===== src/hdl/uds_rse_pkg.sv =====
// Shared constants, register codes and types of the response signal extractor
`default_nettype none
package uds_rse_pkg;

    localparam int MAX_RESPONSE = 64;
    localparam int CNT_W        = $clog2(MAX_RESPONSE + 1);
    // wide enough for count, and for start + 3 + length
    localparam int SUM_W        = ((CNT_W > 7) ? CNT_W : 7) + 2;

    localparam logic [7:0] RDBI_POS_RESP = 8'h62;
    localparam int         HDR_LEN       = 3;

    localparam int CFG_IDX_W = 3;
    localparam logic [CFG_IDX_W-1:0] REG_START_BYTE     = 3'd0;
    localparam logic [CFG_IDX_W-1:0] REG_FIELD_LENGTH   = 3'd1;
    localparam logic [CFG_IDX_W-1:0] REG_BIT_SELECT     = 3'd2;
    localparam logic [CFG_IDX_W-1:0] REG_SCALE_Q16      = 3'd3;
    localparam logic [CFG_IDX_W-1:0] REG_OFFSET_Q16     = 3'd4;
    localparam logic [CFG_IDX_W-1:0] REG_REQUEST_LENGTH = 3'd5;

    typedef struct packed {
        logic [5:0]         start_byte;
        logic [6:0]         field_length;
        logic signed [5:0]  bit_select;
        logic signed [31:0] scale_q16;
        logic signed [31:0] offset_q16;
        logic [6:0]         request_length;
    } cfg_t;

    typedef struct packed {
        logic        decode_ok;
        logic [31:0] raw_value;
    } field_t;

endpackage
`default_nettype wire


===== src/hdl/uds_rse_cfg.sv =====
// Configuration register file of the response signal extractor
`default_nettype none
module uds_rse_cfg (
    input  wire logic                               aclk,
    input  wire logic                               aresetn,
    input  wire logic                               cfg_valid,
    output logic                                    cfg_ready,
    input  wire logic [uds_rse_pkg::CFG_IDX_W-1:0]  cfg_index,
    input  wire logic [31:0]                        cfg_data,
    output uds_rse_pkg::cfg_t                       cfg
);
    import uds_rse_pkg::*;

    cfg_t cfg_reg;
    cfg_t cfg_next;

    assign cfg_ready = 1'b1;
    assign cfg       = cfg_reg;

    always_comb begin
        cfg_next = cfg_reg;
        if (cfg_valid) begin
            case (cfg_index)
                REG_START_BYTE:     cfg_next.start_byte     = cfg_data[5:0];
                REG_FIELD_LENGTH:   cfg_next.field_length   = cfg_data[6:0];
                REG_BIT_SELECT:     cfg_next.bit_select     = $signed(cfg_data[5:0]);
                REG_SCALE_Q16:      cfg_next.scale_q16      = $signed(cfg_data);
                REG_OFFSET_Q16:     cfg_next.offset_q16     = $signed(cfg_data);
                REG_REQUEST_LENGTH: cfg_next.request_length = cfg_data[6:0];
                default:            cfg_next = cfg_reg;
            endcase
        end
    end

    always_ff @(posedge aclk) begin
        if (!aresetn) begin
            cfg_reg.start_byte     <= 6'd0;
            cfg_reg.field_length   <= 7'd0;
            cfg_reg.bit_select     <= -6'sd1;
            cfg_reg.scale_q16      <= 32'sd65536;
            cfg_reg.offset_q16     <= 32'sd0;
            cfg_reg.request_length <= 7'd0;
        end else begin
            cfg_reg <= cfg_next;
        end
    end

endmodule
`default_nettype wire


===== src/hdl/uds_rse_gather.sv =====
// Byte gathering, window check and bit selection, registered per response
`default_nettype none
module uds_rse_gather (
    input  wire logic                aclk,
    input  wire logic                aresetn,
    input  uds_rse_pkg::cfg_t        cfg,
    input  wire logic                in_valid,
    output logic                     in_ready,
    input  wire logic [7:0]          resp_byte,
    input  wire logic                last_byte,
    input  wire logic                transfer_failed,
    output logic                     out_valid,
    input  wire logic                out_ready,
    output uds_rse_pkg::field_t      out_field
);
    import uds_rse_pkg::*;

    logic [CNT_W-1:0] byte_count_reg, byte_count_next;
    logic [7:0]       first_byte_reg, first_byte_next;
    logic [31:0]      accum_plain_reg, accum_plain_next;
    logic [31:0]      accum_hdr_reg, accum_hdr_next;
    logic             valid_reg, valid_next;
    field_t           field_reg, field_next;

    logic             accept;
    logic             stored;
    logic [SUM_W-1:0] idx, s_ext, len_ext, hdr_ext, win_end, need;
    logic             header;
    logic             ok;
    logic [31:0]      raw_win, raw_shift;

    assign in_ready  = !valid_reg || out_ready;
    assign accept    = in_valid && in_ready;
    assign out_valid = valid_reg;
    assign out_field = field_reg;

    always_comb begin
        stored  = byte_count_reg < CNT_W'(MAX_RESPONSE);
        idx     = SUM_W'(byte_count_reg);
        s_ext   = SUM_W'(cfg.start_byte);
        len_ext = SUM_W'(cfg.field_length);
        hdr_ext = SUM_W'(HDR_LEN);
        win_end = s_ext + len_ext;

        byte_count_next  = byte_count_reg;
        first_byte_next  = first_byte_reg;
        accum_plain_next = accum_plain_reg;
        accum_hdr_next   = accum_hdr_reg;
        if (stored) begin
            byte_count_next = byte_count_reg + CNT_W'(1);
            if (byte_count_reg == '0) begin
                first_byte_next = resp_byte;
            end
            if (idx >= s_ext && idx < win_end) begin
                accum_plain_next = {accum_plain_reg[23:0], resp_byte};
            end
            if (idx >= s_ext + hdr_ext && idx < win_end + hdr_ext) begin
                accum_hdr_next = {accum_hdr_reg[23:0], resp_byte};
            end
        end

        header = byte_count_next >= CNT_W'(HDR_LEN) && first_byte_next == RDBI_POS_RESP;
        need   = (header ? hdr_ext : '0) + win_end;
        ok     = !transfer_failed && cfg.request_length != 7'd0 && cfg.field_length != 7'd0
                 && need <= SUM_W'(byte_count_next);

        raw_win   = header ? accum_hdr_next : accum_plain_next;
        raw_shift = raw_win >> cfg.bit_select[4:0];

        field_next.decode_ok = ok;
        if (!ok) begin
            field_next.raw_value = '0;
        end else if (!cfg.bit_select[5]) begin
            field_next.raw_value = {31'd0, raw_shift[0]};
        end else begin
            field_next.raw_value = raw_win;
        end

        valid_next = valid_reg;
        if (in_ready) begin
            valid_next = accept && last_byte;
        end
    end

    always_ff @(posedge aclk) begin
        if (!aresetn) begin
            byte_count_reg  <= '0;
            first_byte_reg  <= '0;
            accum_plain_reg <= '0;
            accum_hdr_reg   <= '0;
            valid_reg       <= 1'b0;
        end else begin
            valid_reg <= valid_next;
            if (accept) begin
                if (last_byte) begin
                    // response done: start the next one from empty
                    byte_count_reg  <= '0;
                    first_byte_reg  <= '0;
                    accum_plain_reg <= '0;
                    accum_hdr_reg   <= '0;
                end else begin
                    byte_count_reg  <= byte_count_next;
                    first_byte_reg  <= first_byte_next;
                    accum_plain_reg <= accum_plain_next;
                    accum_hdr_reg   <= accum_hdr_next;
                end
            end
        end
    end

    always_ff @(posedge aclk) begin
        if (accept && last_byte) begin
            field_reg <= field_next;
        end
    end

endmodule
`default_nettype wire


===== src/hdl/uds_rse_scale.sv =====
// Q16.16 scale and offset: product register, then saturating sum into the result register
`default_nettype none
module uds_rse_scale (
    input  wire logic                aclk,
    input  wire logic                aresetn,
    input  uds_rse_pkg::cfg_t        cfg,
    input  wire logic                in_valid,
    output logic                     in_ready,
    input  uds_rse_pkg::field_t      in_field,
    output logic                     out_valid,
    input  wire logic                out_ready,
    output logic                     out_decode_ok,
    output logic [31:0]              out_raw_value,
    output logic signed [63:0]       out_scaled_value_q16
);
    import uds_rse_pkg::*;

    localparam logic signed [63:0] SAT_MAX = {1'b0, {63{1'b1}}};
    localparam logic signed [63:0] SAT_MIN = {1'b1, {63{1'b0}}};

    logic               prod_valid_reg;
    field_t             prod_field_reg;
    logic signed [63:0] prod_reg;
    logic signed [64:0] prod_full;

    logic               res_valid_reg;
    logic               ok_reg;
    logic [31:0]        raw_reg;
    logic signed [63:0] scaled_reg, scaled_next;
    logic signed [64:0] sum_full;

    logic               res_ready;
    logic               prod_ready;

    assign res_ready  = !res_valid_reg || out_ready;
    assign prod_ready = !prod_valid_reg || res_ready;
    assign in_ready   = prod_ready;

    assign prod_full = 65'($signed({1'b0, in_field.raw_value})) * 65'(cfg.scale_q16);

    always_comb begin
        sum_full = 65'(prod_reg) + 65'(cfg.offset_q16);
        if (!prod_field_reg.decode_ok) begin
            scaled_next = '0;
        end else if (sum_full[64] != sum_full[63]) begin
            scaled_next = sum_full[64] ? SAT_MIN : SAT_MAX;
        end else begin
            scaled_next = sum_full[63:0];
        end
    end

    always_ff @(posedge aclk) begin
        if (!aresetn) begin
            prod_valid_reg <= 1'b0;
            res_valid_reg  <= 1'b0;
        end else begin
            if (prod_ready) begin
                prod_valid_reg <= in_valid;
            end
            if (res_ready) begin
                res_valid_reg <= prod_valid_reg;
            end
        end
    end

    always_ff @(posedge aclk) begin
        if (prod_ready && in_valid) begin
            prod_field_reg <= in_field;
            prod_reg       <= prod_full[63:0];
        end
        if (res_ready && prod_valid_reg) begin
            ok_reg     <= prod_field_reg.decode_ok;
            raw_reg    <= prod_field_reg.raw_value;
            scaled_reg <= scaled_next;
        end
    end

    assign out_valid            = res_valid_reg;
    assign out_decode_ok        = ok_reg;
    assign out_raw_value        = raw_reg;
    assign out_scaled_value_q16 = scaled_reg;

endmodule
`default_nettype wire


===== src/hdl/uds_response_signal_extract.sv =====
// Top level of the diagnostic response signal extractor
//
// Input channel (s_): one response byte per beat, with s_last_byte marking the
// final byte and s_transfer_failed qualifying that final byte. Result channel
// (m_): one beat per response, carrying decode_ok, the raw field and the scaled
// Q16.16 value. Bytes that are not last produce no result beat.
// Configuration channel (cfg_): register index and data, always ready; write
// only while no response is in flight.
// Throughput: one byte per cycle while m_ready is high, also across responses.
// Result path: the gather register loads with the last byte, then the product
// register, then the result register, which drives m_valid.
// When the receiver holds m_ready low the result stays on the port and the
// stages behind it fill; s_ready drops only once all three are occupied.
// Reset (aresetn low, synchronous) empties the pipeline, clears the partial
// response and restores the register defaults.
`default_nettype none
module uds_response_signal_extract (
    input  wire logic                               aclk,
    input  wire logic                               aresetn,
    input  wire logic                               s_valid,
    output logic                                    s_ready,
    input  wire logic [7:0]                         s_resp_byte,
    input  wire logic                               s_last_byte,
    input  wire logic                               s_transfer_failed,
    output logic                                    m_valid,
    input  wire logic                               m_ready,
    output logic                                    m_decode_ok,
    output logic [31:0]                             m_raw_value,
    output logic signed [63:0]                      m_scaled_value_q16,
    input  wire logic                               cfg_valid,
    output logic                                    cfg_ready,
    input  wire logic [uds_rse_pkg::CFG_IDX_W-1:0]  cfg_index,
    input  wire logic [31:0]                        cfg_data
);
    import uds_rse_pkg::*;

    cfg_t   cfg;
    field_t field;
    logic   field_valid;
    logic   field_ready;

    uds_rse_cfg u_cfg (
        .aclk      (aclk),
        .aresetn   (aresetn),
        .cfg_valid (cfg_valid),
        .cfg_ready (cfg_ready),
        .cfg_index (cfg_index),
        .cfg_data  (cfg_data),
        .cfg       (cfg)
    );

    uds_rse_gather u_gather (
        .aclk            (aclk),
        .aresetn         (aresetn),
        .cfg             (cfg),
        .in_valid        (s_valid),
        .in_ready        (s_ready),
        .resp_byte       (s_resp_byte),
        .last_byte       (s_last_byte),
        .transfer_failed (s_transfer_failed),
        .out_valid       (field_valid),
        .out_ready       (field_ready),
        .out_field       (field)
    );

    uds_rse_scale u_scale (
        .aclk                 (aclk),
        .aresetn              (aresetn),
        .cfg                  (cfg),
        .in_valid             (field_valid),
        .in_ready             (field_ready),
        .in_field             (field),
        .out_valid            (m_valid),
        .out_ready            (m_ready),
        .out_decode_ok        (m_decode_ok),
        .out_raw_value        (m_raw_value),
        .out_scaled_value_q16 (m_scaled_value_q16)
    );

endmodule
`default_nettype wire


===== config.mk =====
export PLATFORM = sky130hd
export DESIGN_NAME = uds_response_signal_extract
export DESIGN_NICKNAME = d
export VERILOG_FILES = /design/src/hdl/uds_rse_pkg.sv /design/src/hdl/uds_rse_cfg.sv /design/src/hdl/uds_rse_gather.sv /design/src/hdl/uds_rse_scale.sv /design/src/hdl/uds_response_signal_extract.sv
export SDC_FILE = /design/constraint.sdc
export NUM_CORES = 2
export LEC_CHECK = 0
export ABC_AREA = 1
export ABC_CLOCK_PERIOD_IN_PS = 6400
export BUFFER_PORTS_ARGS = -buffer_cell sky130_fd_sc_hd__buf_2
export CAP_MARGIN = 30
export CORE_MARGIN = 1.5
export CORE_UTILIZATION = 48
export CTS_BUF_LIST = sky130_fd_sc_hd__clkbuf_2
export CTS_CLUSTER_DIAMETER = 100
export DETAILED_ROUTE_END_ITERATION = 8
export GPL_ROUTABILITY_DRIVEN = 0
export GPL_TIMING_DRIVEN = 1
export HOLD_SLACK_MARGIN = 0.05
export PLACE_DENSITY = 0.72
export SYNTH_ARGS = -nofsm -noshare
export SYNTH_HDL_FRONTEND = slang
export SYNTH_SLANG_ARGS = --single-unit

===== constraint.sdc =====
create_clock -name aclk -period 6.4 [get_ports aclk]
set_input_delay 0.64 -clock aclk [delete_from_list [all_inputs] [get_ports aclk]]
set_output_delay 0.64 -clock aclk [all_outputs]
set_load 0.005 [all_outputs]

==> summary.md <==
| Metric | Value |
|---|---|
| Register area | `10,300 µm²` |
| Die ar. | `119,000 µm²` |
| Final Instance Area | `67,700 µm²` |
| Final setup margin | `-1.23 ns` |
| Crit share post-route | `1.19` |
| CTS H-tree depth | `3` |
| P&R area growth vs syn | `20.5%` |
| Synthesized area | `56,200 µm²` |
| CP Class | `register to register` |
| Port Buffers | `148` |
| Async SR Flop Fraction | `0` |
| CTS tree | `built` |
| Final nets | `8,992` |
| Area of the multi-input gates | `39,900 µm²` |
| Drt pass-1 iters | `9` |
| Worst Skew | `0.128 ns` |
| Initial antenna violation count | `5` |
| Max reg flops | `90` |
| MaxCap Viol Count | `0` |
| Power Density | `186 nW/µm²` |
| Share of layout cells above drive strength 1 | `0.186` |
| Failing checks | `design-rule violations, negative setup slack` |
| Placed instance area | `62,500 µm²` |
| Leak pwr | `36.9 nW` |
| Syn Inst Count | `7,015` |
| Fin. Hold Viols | `0` |
| Die width | `345 µm` |
| Vias | `49.9k` |
| Total CTS buffers | `106` |
| Starting density of the core | `0.484` |
| Max IR drop VDD | `0.261 mV` |
| Yosys top cell area share | `0.321` |
| Worst slew pin tran | `0.948 ns` |
| Reg2reg path depth | `29` |
| EDFF count, synth | `227` |
| Layout Cells excl Fill | `9,265` |
| Insertion delay to the later sink of the worst-skew pair | `1.44 ns` |
| Largest net degree at the start of global routing | `84` |
| Mean routed wirelength per cell | `20.0 µm` |
| Ports | `150` |
| Vias/cell | `5.39` |
| Final antenna-violating net count | `0` |
| Global route total overflow | `0` |
| Number of cells on the worst hold path | `4` |
| Startpoint Class | `register` |
| Synth cell types | `58` |
| Rows | `125` |
| Dpl cells | `8,862` |
| HP Class | `primary input to register` |
| Dpl hpwl | `137 mm` |
| Average size of a mapped cell | `8.01 µm²` |
| Clock tree sinks | `399` |
| Top_reg_cell synth | `edfxtp_1` |
| Core area | `116,000 µm²` |
| Fmax | `131 MHz` |
| Drt drc | `1` |
| Final WL | `185 mm` |
| CP Data Arrival Time | `8.73 ns` |
| Worst Path Max Fanout | `5` |
| Result of the run | `finished, violations left` |
| Via count of the first global-routing pass | `50.6k` |
| Final Setup Violations | `47` |
| #FFs+latches synth | `399` |
| Clock transition at path regs | `0.14 ns` |
| Area leader, netlist | `fa_1` |
| Syn nets | `8,364` |
| GRT Total Usage | `0.298` |
| Die Height | `345 µm` |
| Slowest stage delay, CP | `0.63 ns` |
| Crit-path slowest cell | `fa_1` |
| Synth area leaders | `fa_1, inv_1, edfxtp_1` |
| Max Slew Vio Count | `0` |
| 1st-iter DRT viols | `5,055` |
| Clk buf depth | `3` |
| Most frequent CP cell | `fa_1` |
| Unrepaired setup endpoints after global routing | `true` |
| Fill cell count | `9,581` |
| Yosys Warn Count | `0` |
| Worst Setup End Kind | `register` |
| Worst EP required | `7.51 ns` |
| Root Buffer Master | `clkbuf_2` |
| Register area share after synthesis | `0.183` |
| First-pass GRT wire length | `277 mm` |
| Post-layout min period | `7.63 ns` |
| Rel. slew slack | `0.368` |
[power breakdown]
| group | switching (W) | internal, W |
|---|---|---|
| Clock | 0.00133 | 0.000774 |
| Sequential | 0.0000854 | 0.00293 |
| Combinational | 0.00423 | 0.00324 |
| Total | 0.00564 | 0.00695 |
[synth_stat cells, types with 81 or more instances]
master    count
inv_1      1840
nand2_1    1569
fa_1        900
ha_1        399
nor2_1      352
a21oi_1     305
nand3_1     279
clkbuf_1    277
edfxtp_1    227
o21ai_0     179
dfxtp_1     172
xor2_1       81
[cells in the final DEF, fill, tap and decap left out, types with 17 or more instances in the layout]
master / n
clkinv_1: 32
buf_4: 445
xor2_1: 65
ha_1: 346
buf_6: 60
a21oi_4: 23
nand2_1: 1511
a21oi_1: 250
fa_1: 847
xnor2_1: 49
a31oi_1: 42
buf_2: 148
dfxtp_1: 170
o21ai_2: 61
nor2_4: 23
fa_2: 53
buf_12: 78
nor2_1: 323
ha_4: 51
nand2_2: 46
nor3_1: 18
o21ai_1: 27
dlygate4sd3_1: 99
clkbuf_2: 146
inv_2: 92
inv_1: 1754
o211ai_1: 17
nand3_1: 268
nand2_4: 25
o21ai_0: 157
edfxtp_1: 227
a21oi_2: 37
nand4_1: 27
[per-stage QoR]
| step | setup slack (ns) | utilization | setup TNS (ns) | total power (W) | hold WS, ns |
|---|---|---|---|---|---|
| after floorplan | -0.160 | - | -0.900 | 0.00639 | 0.400 |
| after CTS | -0.777 | 0.569 | -20.50 | 0.0116 | 0.0507 |
| after global placement | -0.768 | 0.538 | -22.57 | 0.00862 | 0.404 |
| final | -1.23 | 0.583 | -38.32 | 0.0126 | 0.218 |
| after global routing | -1.34 | 0.583 | -44.56 | 0.0132 | 0.118 |
| after detailed placement | -0.797 | 0.538 | -24.94 | 0.00871 | 0.405 |
[repair_timing]
action | 4_1_cts | 5_1_grt
hold endpoints to repair | 233 | 0
buffers inserted | 40 | 56
hold buffers | 99 | 0
pin swaps | 127 | 153
setup endpoints to repair | 50 | 53
resized for setup | 303 | 240
gates cloned | 7 | 2
[path summary, 6_finish.rpt]
kind	from	endpoint	slack [ns]
setup / recovery	u_gather.out_field[16]$_SDFFCE_PN0P_	u_scale.prod_reg[56]$_DFFE_PP_	-1.23
hold / removal	cfg_data[24]	u_cfg.cfg[31]$_SDFFE_PN0P_	0.22
setup reg to reg	u_gather.out_field[16]$_SDFFCE_PN0P_	u_scale.prod_reg[56]$_DFFE_PP_	-1.23
hold reg to reg	u_scale.prod_field_reg[20]$_DFFE_PP_	u_scale.out_raw_value[20]$_DFFE_PP_	0.39
[critical path, delay by kind of cell (launching register included)]
kind / cells / cell delay (ns)
flip-flops: 1 / 0.54
AO/OA/AOI/OAI: 2 / 0.18
buffers and inverters: 9 / 0.94
AND/OR/NAND/NOR: 8 / 1.05
XOR/XNOR: 1 / 0.15
adder cells (fa/ha/maj): 9 / 4.44
[logic make-up after synthesis]
kind of cell    count (synthesis)  synth area share
compound gates                687            0.0709
buf+inv                      2171             0.147
fa+ha+maj                    1299             0.410
xor+xnor                      137            0.0214
other cells                     1         0.0000668
simple gates                 2321             0.168
flops                         399             0.183
[metal layers]
layer  share of wire  wire, µm  track usage  vias to the layer above
met5         0.00022        40            0                        -
met3           0.099     18300       0.0658                      851
li1                -         -            -                    22200
met2            0.46     86100        0.490                     2758
met4           0.081     15000        0.182                        6
met1            0.36     65800        0.357                    24100
[final cells by class]
cell class / count / share of cell area
clock inverters: 53 / 0.00492
inverters: 1849 / 0.103
repair buffers: 842 / 0.112
diodes: 7 / 0.000259
clock buffers: 146 / 0.0108
multi-input cells: 4445 / 0.589
well taps: 1524 / 0.0282
flip-flops and latches: 399 / 0.152
No activity file was read; power rests on OpenSTA's default activity.
